## config.mk

```make
export PLATFORM = sky130hd
export DESIGN_NAME = usb_control_endpoint_engine
export DESIGN_NICKNAME = d
export VERILOG_FILES = /design/src/rtl/core/ucee_pkg.sv /design/src/rtl/core/ucee_front.sv /design/src/rtl/core/ucee_queue.sv /design/src/rtl/core/ucee_back.sv /design/src/rtl/core/usb_control_endpoint_engine.sv
export VERILOG_INCLUDE_DIRS = /design/src /design/src/rtl/core
export SDC_FILE = /design/constraint.sdc
export NUM_CORES = 1
export LEC_CHECK = 0
export CAP_MARGIN = 10
export CORE_MARGIN = 3
export CORE_UTILIZATION = 55
export DETAILED_ROUTE_END_ITERATION = 8
export DONT_BUFFER_PORTS = 1
export PLACE_DENSITY = 0.75
export RECOVER_POWER = 50
export SLEW_MARGIN = 25
export SYNTH_ARGS = -nofsm -noshare
export SYNTH_HDL_FRONTEND = slang
export SYNTH_SLANG_ARGS = --single-unit
```

## constraint.sdc

```tcl
create_clock -name clk -period 9.4 [get_ports clk]
set_input_delay 0.94 -clock clk [delete_from_list [all_inputs] [get_ports clk]]
set_output_delay 0.94 -clock clk [all_outputs]
set_load 0.01 [all_outputs]
```

## src/rtl/core/assert_macros.svh

```systemverilog
// Assertion macros used by the top-level RTL file to check its own behavior.
`ifndef ASSERT_MACROS_SVH
`define ASSERT_MACROS_SVH

// Same-cycle implication, checked out of reset only.
`define ASSERT_IMPLIES(name, clk, rst_n, ante, cons) \
    name: assert property (@(posedge clk) disable iff (!rst_n) (ante) |-> (cons)) \
        else $error("property violated");

// Condition that must never hold out of reset.
`define ASSERT_NEVER(name, clk, rst_n, cond) \
    name: assert property (@(posedge clk) disable iff (!rst_n) !(cond)) \
        else $error("forbidden condition seen");

`endif

```

## src/rtl/core/ucee_pkg.sv

```systemverilog
// Shared types, codes and descriptor table of the endpoint-0 control engine.
package ucee_pkg;

    localparam int MAX_PACKET          = 64;
    localparam int DESCRIPTOR_COUNT    = 5;
    localparam int TABLE_SIZE          = 5;
    localparam int QUEUE_DEPTH_DEFAULT = 2;

    localparam logic [6:0] CHUNK_BYTES = 7'(MAX_PACKET);

    // event codes
    localparam logic [2:0] CMD_SETUP     = 3'd0;
    localparam logic [2:0] CMD_IN        = 3'd1;
    localparam logic [2:0] CMD_OUT       = 3'd2;
    localparam logic [2:0] CMD_SOF       = 3'd3;
    localparam logic [2:0] CMD_BUS_RESET = 3'd4;

    // result kinds
    localparam logic [2:0] KIND_NONE     = 3'd0;
    localparam logic [2:0] KIND_TRANSMIT = 3'd1;
    localparam logic [2:0] KIND_STALL    = 3'd2;
    localparam logic [2:0] KIND_SET_ADDR = 3'd3;
    localparam logic [2:0] KIND_REARM    = 3'd4;

    // setup requests (request in high byte, type in low byte)
    localparam logic [15:0] REQ_SET_ADDRESS  = 16'h0500;
    localparam logic [15:0] REQ_SET_CONFIG   = 16'h0900;
    localparam logic [15:0] REQ_GET_DESC_DEV = 16'h0680;
    localparam logic [15:0] REQ_GET_DESC_IF  = 16'h0681;

    localparam logic [15:0] LANG_EN_US = 16'h0409;

    // device, configuration, language, manufacturer, product
    localparam logic [15:0] KEY_VALUE [TABLE_SIZE] =
        '{16'h0100, 16'h0200, 16'h0300, 16'h0301, 16'h0302};
    localparam logic [15:0] KEY_INDEX [TABLE_SIZE] =
        '{16'h0000, 16'h0000, 16'h0000, LANG_EN_US, LANG_EN_US};
    localparam logic [7:0] KEY_LENGTH [TABLE_SIZE] =
        '{8'd18, 8'd25, 8'd4, 8'd32, 8'd32};

    // decoded event, front to back
    typedef struct packed {
        logic [2:0] cmd;
        logic       bank;
        logic       stall;
        logic [2:0] sel;
        logic [7:0] len;
        logic       set_address;
        logic [6:0] address;
    } op_t;

    typedef struct packed {
        logic [2:0] kind;
        logic       bank_odd;
        logic [6:0] byte_count;
        logic       data1;
        logic [2:0] descriptor_select;
        logic [7:0] byte_offset;
        logic [6:0] device_address;
        logic       last;
    } result_t;

endpackage

```

## src/rtl/core/ucee_front.sv

```systemverilog
// Event decode: request classification, descriptor lookup and length clamp.
module ucee_front import ucee_pkg::*;
(
    input  logic [2:0]  cmd,
    input  logic        odd_bank,
    input  logic [15:0] request_code,
    input  logic [15:0] request_value,
    input  logic [15:0] request_index,
    input  logic [15:0] request_length,
    output op_t         op,
    output logic        keep
);

    logic       hit;
    logic [2:0] hit_sel;
    logic [7:0] hit_len;
    logic       is_status;
    logic       is_get;

    always_comb
    begin
        hit     = 1'b0;
        hit_sel = '0;
        hit_len = '0;
        for (int i = 0; i < TABLE_SIZE; i++)
        begin
            if (!hit && i < DESCRIPTOR_COUNT &&
                KEY_VALUE[i] == request_value && KEY_INDEX[i] == request_index)
            begin
                hit     = 1'b1;
                hit_sel = 3'(i);
                hit_len = KEY_LENGTH[i];
            end
        end
    end

    assign is_status = (request_code == REQ_SET_ADDRESS) || (request_code == REQ_SET_CONFIG);
    assign is_get    = (request_code == REQ_GET_DESC_DEV) || (request_code == REQ_GET_DESC_IF);

    always_comb
    begin
        op.cmd         = cmd;
        op.bank        = odd_bank;
        op.set_address = (request_code == REQ_SET_ADDRESS);
        op.address     = request_value[6:0];
        op.stall       = 1'b0;
        op.sel         = '0;
        op.len         = '0;
        if (is_status)
        begin
            // zero-length status packet
            op.stall = 1'b0;
        end
        else if (is_get && hit)
        begin
            op.sel = hit_sel;
            op.len = ({8'd0, hit_len} > request_length) ? request_length[7:0] : hit_len;
        end
        else
        begin
            op.stall = 1'b1;
        end
    end

    // start of frame and unused codes leave no trace
    assign keep = cmd inside {CMD_SETUP, CMD_IN, CMD_OUT, CMD_BUS_RESET};

endmodule

```

## src/rtl/core/ucee_queue.sv

```systemverilog
// Small register queue of decoded events between front and back.
module ucee_queue import ucee_pkg::*;
#(
    parameter int DEPTH = QUEUE_DEPTH_DEFAULT
)
(
    input  logic clk,
    input  logic rst_n,
    input  logic push,
    input  op_t  push_op,
    input  logic pop,
    output op_t  head_op,
    output logic head_valid,
    output logic full
);

    localparam int PTR_W = (DEPTH > 1) ? $clog2(DEPTH) : 1;
    localparam int CNT_W = $clog2(DEPTH + 1);

    op_t              slot_reg [DEPTH];
    logic [PTR_W-1:0] wr_ptr_reg, wr_ptr_next;
    logic [PTR_W-1:0] rd_ptr_reg, rd_ptr_next;
    logic [CNT_W-1:0] count_reg, count_next;

    function automatic logic [PTR_W-1:0] ptr_inc(input logic [PTR_W-1:0] p);
        ptr_inc = (p == PTR_W'(DEPTH - 1)) ? '0 : p + 1'b1;
    endfunction

    always_comb
    begin
        wr_ptr_next = push ? ptr_inc(wr_ptr_reg) : wr_ptr_reg;
        rd_ptr_next = pop ? ptr_inc(rd_ptr_reg) : rd_ptr_reg;
        count_next  = count_reg;
        if (push && !pop)
        begin
            count_next = count_reg + 1'b1;
        end
        else if (pop && !push)
        begin
            count_next = count_reg - 1'b1;
        end
    end

    always_ff @(posedge clk or negedge rst_n)
    begin
        if (!rst_n)
        begin
            wr_ptr_reg <= '0;
            rd_ptr_reg <= '0;
            count_reg  <= '0;
        end
        else
        begin
            wr_ptr_reg <= wr_ptr_next;
            rd_ptr_reg <= rd_ptr_next;
            count_reg  <= count_next;
        end
    end

    always_ff @(posedge clk)
    begin
        if (push)
        begin
            slot_reg[wr_ptr_reg] <= push_op;
        end
    end

    assign head_op    = slot_reg[rd_ptr_reg];
    assign head_valid = (count_reg != '0);
    assign full       = (count_reg == CNT_W'(DEPTH));

endmodule

```

## src/rtl/core/ucee_back.sv

```systemverilog
// Result sequencer: endpoint state, chunking and the output register.
module ucee_back import ucee_pkg::*;
(
    input  logic    clk,
    input  logic    rst_n,
    input  logic    op_valid,
    input  op_t     op,
    output logic    pop,
    output logic    out_valid,
    input  logic    out_ready,
    output result_t out_result
);

    localparam logic [1:0] STEP_FIRST  = 2'd0;
    localparam logic [1:0] STEP_SECOND = 2'd1;

    logic       tx_odd_reg, tx_odd_next;
    logic       tx_toggle_reg, tx_toggle_next;
    logic       pend_valid_reg, pend_valid_next;
    logic [2:0] pend_sel_reg, pend_sel_next;
    logic [7:0] pend_off_reg, pend_off_next;
    logic [7:0] pend_rem_reg, pend_rem_next;
    logic       lwsa_reg, lwsa_next;
    logic [6:0] saved_addr_reg, saved_addr_next;
    logic [1:0] step_reg, step_next;
    logic       out_valid_reg;
    result_t    out_reg;

    result_t    res;
    logic       res_en;
    logic       done;
    logic       fire;
    logic       load_ok;
    logic [7:0] src_len;
    logic [6:0] size;
    logic [7:0] rem_after;
    logic       short_end;

    // chunk sizing: first data chunk of a setup comes from the op, the rest from pending
    assign src_len   = (op.cmd == CMD_SETUP && step_reg == STEP_SECOND) ? op.len : pend_rem_reg;
    assign size      = (src_len > {1'b0, CHUNK_BYTES}) ? CHUNK_BYTES : src_len[6:0];
    assign rem_after = src_len - {1'b0, size};
    assign short_end = (rem_after == '0) && (size != CHUNK_BYTES);

    always_comb
    begin
        tx_odd_next     = tx_odd_reg;
        tx_toggle_next  = tx_toggle_reg;
        pend_valid_next = pend_valid_reg;
        pend_sel_next   = pend_sel_reg;
        pend_off_next   = pend_off_reg;
        pend_rem_next   = pend_rem_reg;
        lwsa_next       = lwsa_reg;
        saved_addr_next = saved_addr_reg;
        res             = '0;
        res_en          = 1'b0;
        done            = 1'b0;

        case (op.cmd)
            CMD_SETUP:
            begin
                res_en = 1'b1;
                case (step_reg)
                    STEP_FIRST:
                    begin
                        res.kind        = KIND_REARM;
                        res.bank_odd    = op.bank;
                        res.byte_count  = CHUNK_BYTES;
                        res.data1       = 1'b1;
                        pend_valid_next = 1'b0;
                        pend_sel_next   = '0;
                        pend_off_next   = '0;
                        pend_rem_next   = '0;
                        tx_toggle_next  = 1'b1;
                        lwsa_next       = op.set_address;
                        saved_addr_next = op.address;
                    end
                    STEP_SECOND:
                    begin
                        if (op.stall)
                        begin
                            res.kind = KIND_STALL;
                            done     = 1'b1;
                        end
                        else
                        begin
                            res.kind              = KIND_TRANSMIT;
                            res.bank_odd          = tx_odd_reg;
                            res.byte_count        = size;
                            res.data1             = tx_toggle_reg;
                            res.descriptor_select = op.sel;
                            tx_odd_next           = !tx_odd_reg;
                            tx_toggle_next        = !tx_toggle_reg;
                            pend_sel_next         = op.sel;
                            pend_off_next         = {1'b0, size};
                            pend_rem_next         = rem_after;
                            done                  = short_end;
                        end
                    end
                    default:
                    begin
                        res.kind              = KIND_TRANSMIT;
                        res.bank_odd          = tx_odd_reg;
                        res.byte_count        = size;
                        res.data1             = tx_toggle_reg;
                        res.descriptor_select = pend_sel_reg;
                        res.byte_offset       = pend_off_reg;
                        tx_odd_next           = !tx_odd_reg;
                        tx_toggle_next        = !tx_toggle_reg;
                        pend_off_next         = pend_off_reg + {1'b0, size};
                        pend_rem_next         = rem_after;
                        pend_valid_next       = !short_end;
                        done                  = 1'b1;
                    end
                endcase
            end
            CMD_IN:
            begin
                if (step_reg == STEP_FIRST && pend_valid_reg)
                begin
                    res_en                = 1'b1;
                    res.kind              = KIND_TRANSMIT;
                    res.bank_odd          = tx_odd_reg;
                    res.byte_count        = size;
                    res.data1             = tx_toggle_reg;
                    res.descriptor_select = pend_sel_reg;
                    res.byte_offset       = pend_off_reg;
                    tx_odd_next           = !tx_odd_reg;
                    tx_toggle_next        = !tx_toggle_reg;
                    pend_off_next         = pend_off_reg + {1'b0, size};
                    pend_rem_next         = rem_after;
                    pend_valid_next       = (rem_after != '0) || (size == CHUNK_BYTES);
                    done                  = !lwsa_reg;
                end
                else if (lwsa_reg)
                begin
                    res_en             = 1'b1;
                    res.kind           = KIND_SET_ADDR;
                    res.device_address = saved_addr_reg;
                    done               = 1'b1;
                end
                else
                begin
                    done = 1'b1;
                end
            end
            CMD_OUT:
            begin
                res_en         = 1'b1;
                res.kind       = KIND_REARM;
                res.bank_odd   = op.bank;
                res.byte_count = CHUNK_BYTES;
                res.data1      = 1'b1;
                done           = 1'b1;
            end
            CMD_BUS_RESET:
            begin
                res_en = 1'b1;
                case (step_reg)
                    STEP_FIRST:
                    begin
                        res.kind        = KIND_REARM;
                        res.byte_count  = CHUNK_BYTES;
                        tx_odd_next     = 1'b0;
                        pend_valid_next = 1'b0;
                        pend_sel_next   = '0;
                        pend_off_next   = '0;
                        pend_rem_next   = '0;
                        lwsa_next       = 1'b0;
                    end
                    STEP_SECOND:
                    begin
                        res.kind       = KIND_REARM;
                        res.bank_odd   = 1'b1;
                        res.byte_count = CHUNK_BYTES;
                    end
                    default:
                    begin
                        res.kind = KIND_SET_ADDR;
                        done     = 1'b1;
                    end
                endcase
            end
            default:
            begin
                done = 1'b1;
            end
        endcase

        res.last = done;
    end

    assign load_ok   = !out_valid_reg || out_ready;
    assign fire      = op_valid && (!res_en || load_ok);
    assign pop       = fire && done;
    assign step_next = done ? STEP_FIRST : step_reg + 1'b1;

    always_ff @(posedge clk or negedge rst_n)
    begin
        if (!rst_n)
        begin
            tx_odd_reg     <= 1'b0;
            tx_toggle_reg  <= 1'b0;
            pend_valid_reg <= 1'b0;
            pend_sel_reg   <= '0;
            pend_off_reg   <= '0;
            pend_rem_reg   <= '0;
            lwsa_reg       <= 1'b0;
            saved_addr_reg <= '0;
            step_reg       <= STEP_FIRST;
            out_valid_reg  <= 1'b0;
        end
        else
        begin
            if (fire)
            begin
                tx_odd_reg     <= tx_odd_next;
                tx_toggle_reg  <= tx_toggle_next;
                pend_valid_reg <= pend_valid_next;
                pend_sel_reg   <= pend_sel_next;
                pend_off_reg   <= pend_off_next;
                pend_rem_reg   <= pend_rem_next;
                lwsa_reg       <= lwsa_next;
                saved_addr_reg <= saved_addr_next;
                step_reg       <= step_next;
            end
            if (fire && res_en)
            begin
                out_valid_reg <= 1'b1;
            end
            else if (out_ready)
            begin
                out_valid_reg <= 1'b0;
            end
        end
    end

    always_ff @(posedge clk)
    begin
        if (fire && res_en)
        begin
            out_reg <= res;
        end
    end

    assign out_valid  = out_valid_reg;
    assign out_result = out_reg;

endmodule

```

## src/rtl/core/usb_control_endpoint_engine.sv

```systemverilog
// Top level of the endpoint-0 control transfer engine.
// Each accepted event beat is decoded in the cycle it arrives (request class,
// descriptor lookup, length clamp) and written into a QUEUE_DEPTH-entry queue;
// start-of-frame and unused event codes are dropped there. The back end takes
// one event from the queue at a time and produces one result beat per cycle
// into an output register while that register is free or being taken; an event
// yields one to three results, or none for an in event with nothing to send.
// Input stays open while the queue has room, also while a result waits on the
// output; the back end's one-result-per-cycle sequencer sets the sustained rate.
`include "assert_macros.svh"

module usb_control_endpoint_engine import ucee_pkg::*;
#(
    parameter int QUEUE_DEPTH = QUEUE_DEPTH_DEFAULT
)
(
    input  logic        clk,
    input  logic        rst_n,
    input  logic        s_tvalid,
    output logic        s_tready,
    input  logic [71:0] s_tdata,   // odd_bank, request_code, request_value, request_index,
                                   // request_length, zero fill
    input  logic [2:0]  s_tuser,   // cmd
    output logic        m_tvalid,
    input  logic        m_tready,
    output logic [31:0] m_tdata,   // bank_odd, byte_count, data1, descriptor_select,
                                   // byte_offset, device_address, zero fill
    output logic [2:0]  m_tuser,   // kind
    output logic        m_tlast    // last
);

    op_t     dec_op;
    logic    dec_keep;
    op_t     head_op;
    logic    head_valid;
    logic    q_full;
    logic    q_pop;
    result_t res;

    ucee_front u_front
    (
        .cmd            (s_tuser),
        .odd_bank       (s_tdata[0]),
        .request_code   (s_tdata[16:1]),
        .request_value  (s_tdata[32:17]),
        .request_index  (s_tdata[48:33]),
        .request_length (s_tdata[64:49]),
        .op             (dec_op),
        .keep           (dec_keep)
    );

    ucee_queue #(.DEPTH(QUEUE_DEPTH)) u_queue
    (
        .clk        (clk),
        .rst_n      (rst_n),
        .push       (s_tvalid && s_tready && dec_keep),
        .push_op    (dec_op),
        .pop        (q_pop),
        .head_op    (head_op),
        .head_valid (head_valid),
        .full       (q_full)
    );

    ucee_back u_back
    (
        .clk        (clk),
        .rst_n      (rst_n),
        .op_valid   (head_valid),
        .op         (head_op),
        .pop        (q_pop),
        .out_valid  (m_tvalid),
        .out_ready  (m_tready),
        .out_result (res)
    );

    assign s_tready = !q_full;

    assign m_tuser = res.kind;
    assign m_tlast = res.last;
    assign m_tdata = {5'd0, res.device_address, res.byte_offset, res.descriptor_select,
                      res.data1, res.byte_count, res.bank_odd};

    // a stall always closes its event
    `ASSERT_IMPLIES(a_stall_is_last, clk, rst_n, m_tvalid && m_tuser == KIND_STALL, m_tlast)
    // receive banks are always armed for a full packet
    `ASSERT_IMPLIES(a_rearm_full, clk, rst_n, m_tvalid && m_tuser == KIND_REARM,
                    m_tdata[7:1] == CHUNK_BYTES)
    // no chunk larger than a packet
    `ASSERT_NEVER(a_chunk_size, clk, rst_n,
                  m_tvalid && m_tuser == KIND_TRANSMIT && m_tdata[7:1] > CHUNK_BYTES)
    // kind nothing is never sent
    `ASSERT_NEVER(a_no_empty_kind, clk, rst_n, m_tvalid && m_tuser == KIND_NONE)

endmodule

```

==> metrics.md <==
| Metric | Value |
|---|---|
| Critical path arrival | 5.90 ns |
| Slowest library cell on the worst path | clkbuf_1 |
| Core area | 10500 µm² |
| Pwr dens | 295 nW/µm² |
| Outcome | complete, but fails checks |
| Post-synth cell types | 74 |
| Class of the worst hold path | in2async |
| FILL cells | 804 |
| Chip Height | 111 µm |
| Clk root buf | clkbuf_8 |
| Area growth from synthesis to layout | 11.5% |
| Vias in the first global route | 4196 |
| Final ANT Viol Nets | 0 |
| TNS Setup | 0 ns |
| Layout Skew | 0.00907 ns |
| Synth async-reset ratio | 31.9% |
| Die Wd | 111 µm |
| Max FFs per register | 48 |
| Sequential area share after synthesis | 54.8% |
| Layout cell share with drive strength beyond 1 | 10.8% |
| Max-cap violations | 2 |
| CP max FO | 40 |
| Critical Path RT | 9.80 ns |
| Core Util, Final | 63.9% |
| I/O Buffers | 0 |
| Hold buffer count at cts | 0 |
| Crit path capture type | register |
| Post-synthesis compound-gate area fraction | 13.1% |
| Worst path bufs/invs | 1 |
| Via count | 4187 |
| Die ar. | 12200 µm² |
| Initial antenna violation count | 0 |
| Drt wl/cell | 18.0 µm |
| Post-Synth Simple-Gate Area | 16.3% |
| Placement row count | 37 |
| Slew Limit Fails | 66 |
| XOR/XNOR share of the synthesized area | 2.04% |
| Combinational share of power | 27.6% |
| Yosys warning count | 0 |
| Largest stage delay, worst path | 1.59 ns |
| Kind of critical path | reg2reg |
| Global-route wire length before repair | 20800 µm |
| Multi-input combinational cell area | 2570 µm² |
| Largest net degree at the start of global routing | 41 |
| Gr ovfl total | 0 |
| Max VDD drop | 0.000156 V |
| Vias/cell | 6.04 |
| Worst path cell trace | clkbuf_1, nor4b_4, o21ai_4, mux2i_1, o21ai_1, o21a_1, nor2_2, ha_1, a21o_1, a21oi_1, o21bai_1, a21o_1, a211oi_1, nor3_1, mux2_2 |
| Post-synthesis register bit count | 116 |
| H-tree depth | 4 |
| Reg2reg setup slack | 3.90 ns |
| Sw frac | 33.7% |
| Mean Syn Cell Area | 11.3 µm² |
| Number of remaining DRC errors | 0 |
| Crit-path most repeated cell | a21o_1 |
| Worst Max-Slew Pin Slew | 2.23 ns |
| Final instance area | 6720 µm² |
| Post-CTS sizing | 0 |
| Dpl hpwl | 9020 µm |
| DP Area | 6150 µm² |
| 1st-iter DRT viols | 347 |
| Primary FF master, synth | edfxtp_1 |
| Place WS | 5.23 ns |
| Fin crit period | 5.50 ns |
| Adder-cell share of the synthesized area | 4.03% |
| Tcrit/Tclk final | 58.5% |
| Clock Pin Slew Worst Setup and Hold Paths | 0.06 ns |
| TritonCTS clock tree | done |
| Endpoints failing hold | 0 |
| Largest family of logic cells by synthesized area | simple AND/OR/NAND/NOR gates |
| P_sw | 0.666 mW |
| Syn Inst Count | 533 |
| Num CTS Buffers | 17 |
| Number of flops mapped to enable cells by yosys | 79 |
| RePlAce Congestion | 0.882 |
| Nets | 642 |
| Final non-filler cell total | 693 |
| Mux share of post-synthesis cell area | 6.52% |
| Gate family responsible for the most delay along the worst path | compound AO/OA/AOI/OAI gates |
| Seq pwr share | 41.1% |
| Reg area | 3300 µm² |
| Relative slew slack | -48.6% |
| Initial Util | 57.3% |
| Fmax | 182 MHz |
| Startpoint types | register |
| DP Cell Count | 662 |
| TritonRoute pass-1 iters | 6 |
| Post-Route WL | 12500 µm |
| Pleak | 2.63 nW |
| Syn Std Cell Area | 6020 µm² |
| Post-CTS setup buffer count | 0 |
| Clock Power Share | 31.4% |
| N_diodes | 0 |
| Ports | 117 |
| Clk_lat worst skew | 0.52 ns |
| Final Setup Violations | 0 |
| Deepest clock path buffer count | 2 |
| CTS sink count | 116 |
| Internal power | 1.31 mW |
| RSZ-0062 raised after global routing | no |
| Final worst slack | 3.90 ns |
| GRT Util Overall | 21.2% |
| Failing checks | max-capacitance violations, max-slew violations |
cells in the mapped netlist (4+ instances only):
cell / count / area share [%]
edfxtp_1: 79 / 39
nor2_1: 62 / 3.9
dfrtp_1: 37 / 15
nand2_1: 37 / 2.3
a21oi_1: 34 / 2.8
mux2i_1: 24 / 4.0
and2_1: 18 / 1.9
inv_1: 18 / 1.1
ha_1: 17 / 3.5
o21ai_0: 16 / 1.3
nor3_1: 14 / 1.2
nor4_1: 11 / 1.1
nand3_1: 10 / 0.83
o21ai_1: 8 / 0.66
xor2_1: 8 / 1.2
buf_2: 7 / 0.58
mux2_2: 7 / 1.3
nand2b_1: 7 / 0.73
buf_4: 6 / 0.75
xnor2_1: 6 / 0.87
a21o_1: 5 / 0.62
clkbuf_1: 5 / 0.31
a22o_1: 4 / 0.58
mux2_1: 4 / 0.75
nor2b_1: 4 / 0.42
o21a_1: 4 / 0.50
o21bai_1: 4 / 0.50
o22ai_1: 4 / 0.42
o31ai_1: 4 / 0.50
logic make-up after synthesis:
logic type               count (synthesis)
multiplexers                            37
AND/OR/NAND/NOR                        191
buffers and inverters                   39
flip-flops                             116
XOR/XNOR                                14
adder cells (fa/ha/maj)                 19
AO/OA/AOI/OAI                          115
other                                    2
cell usage in the layout (no fill, tap or decap), drive strengths merged, types with 6 or more instances in the layout:
master / count
xor2: 8
nor3: 15
clkbuf: 20
nor2: 63
nand2b: 7
and2: 18
nand2: 37
o21ai: 26
ha: 17
nor4: 12
edfxtp: 79
mux2: 12
conb: 10
a21oi: 35
dfrtp: 37
xnor2: 6
nand3: 11
inv: 21
mux2i: 25
worst reg2reg max path, delay by kind of cell, from the launching register on:
kind                       cells  cell delay (ns)
and+or+nand+nor                3             0.86
AOI/OAI and AO/OA              8             1.64
muxes                          2             0.73
buffers and inverters          1             1.59
DFF                            1             0.32
adders and majority gates      1             0.26
final timing paths:
check,startpoint,endpoint,cells past startpoint
max in group asynchronous,rst_n,u_back.saved_addr_reg[0]$_DFFE_PN0P_,0
max,u_queue.rd_ptr_reg$_DFFE_PN0P_,u_back.pend_off_reg[7]$_DFFE_PN0P_,15
min in group clk,u_back.pend_sel_reg[2]$_DFFE_PN0P_,u_back.pend_sel_reg[2]$_DFFE_PN0P_,1
min,rst_n,u_back.pend_off_reg[0]$_DFFE_PN0P_,0
min reg2reg,u_back.pend_sel_reg[2]$_DFFE_PN0P_,u_back.pend_sel_reg[2]$_DFFE_PN0P_,1
max reg2reg,u_queue.rd_ptr_reg$_DFFE_PN0P_,u_back.pend_off_reg[7]$_DFFE_PN0P_,15
per-stage QoR:
step           hold WS (ns)  power, mW
2_1_floorplan         0.456       1.23
3_3_place_gp          0.467       1.33
3_5_place_dp          0.482       1.36
4_1_cts              0.0899       1.99
5_1_grt              0.0862       2.10
6_report              0.118       1.98
power groups by stage:
stage | Sequential, mW | Clock [mW] | Combinational [mW]
after floorplan | 0.802 | 0 | 0.427
after global placement | 0.814 | 0 | 0.521
after detailed placement | 0.823 | 0 | 0.537
after CTS | 0.814 | 0.633 | 0.541
after global routing | 0.827 | 0.658 | 0.610
final | 0.813 | 0.621 | 0.546
routing by layer:
layer  global-route usage (%)  share of wire, %
met1                     27.3                43
met2                     34.5                49
met3                     6.39               7.1
met4                     7.31               1.4
met5                        0                 0
layout make-up:
class	instances	share of cell area, %
flip-flops and latches	116	49.1
well taps	136	2.53
inverters	20	1.12
clock inverters	13	2.40
clock buffers	18	6.22
repair buffers	4	0.335
multi-input cells	386	38.3
Power figures use the tool's default switching activity.
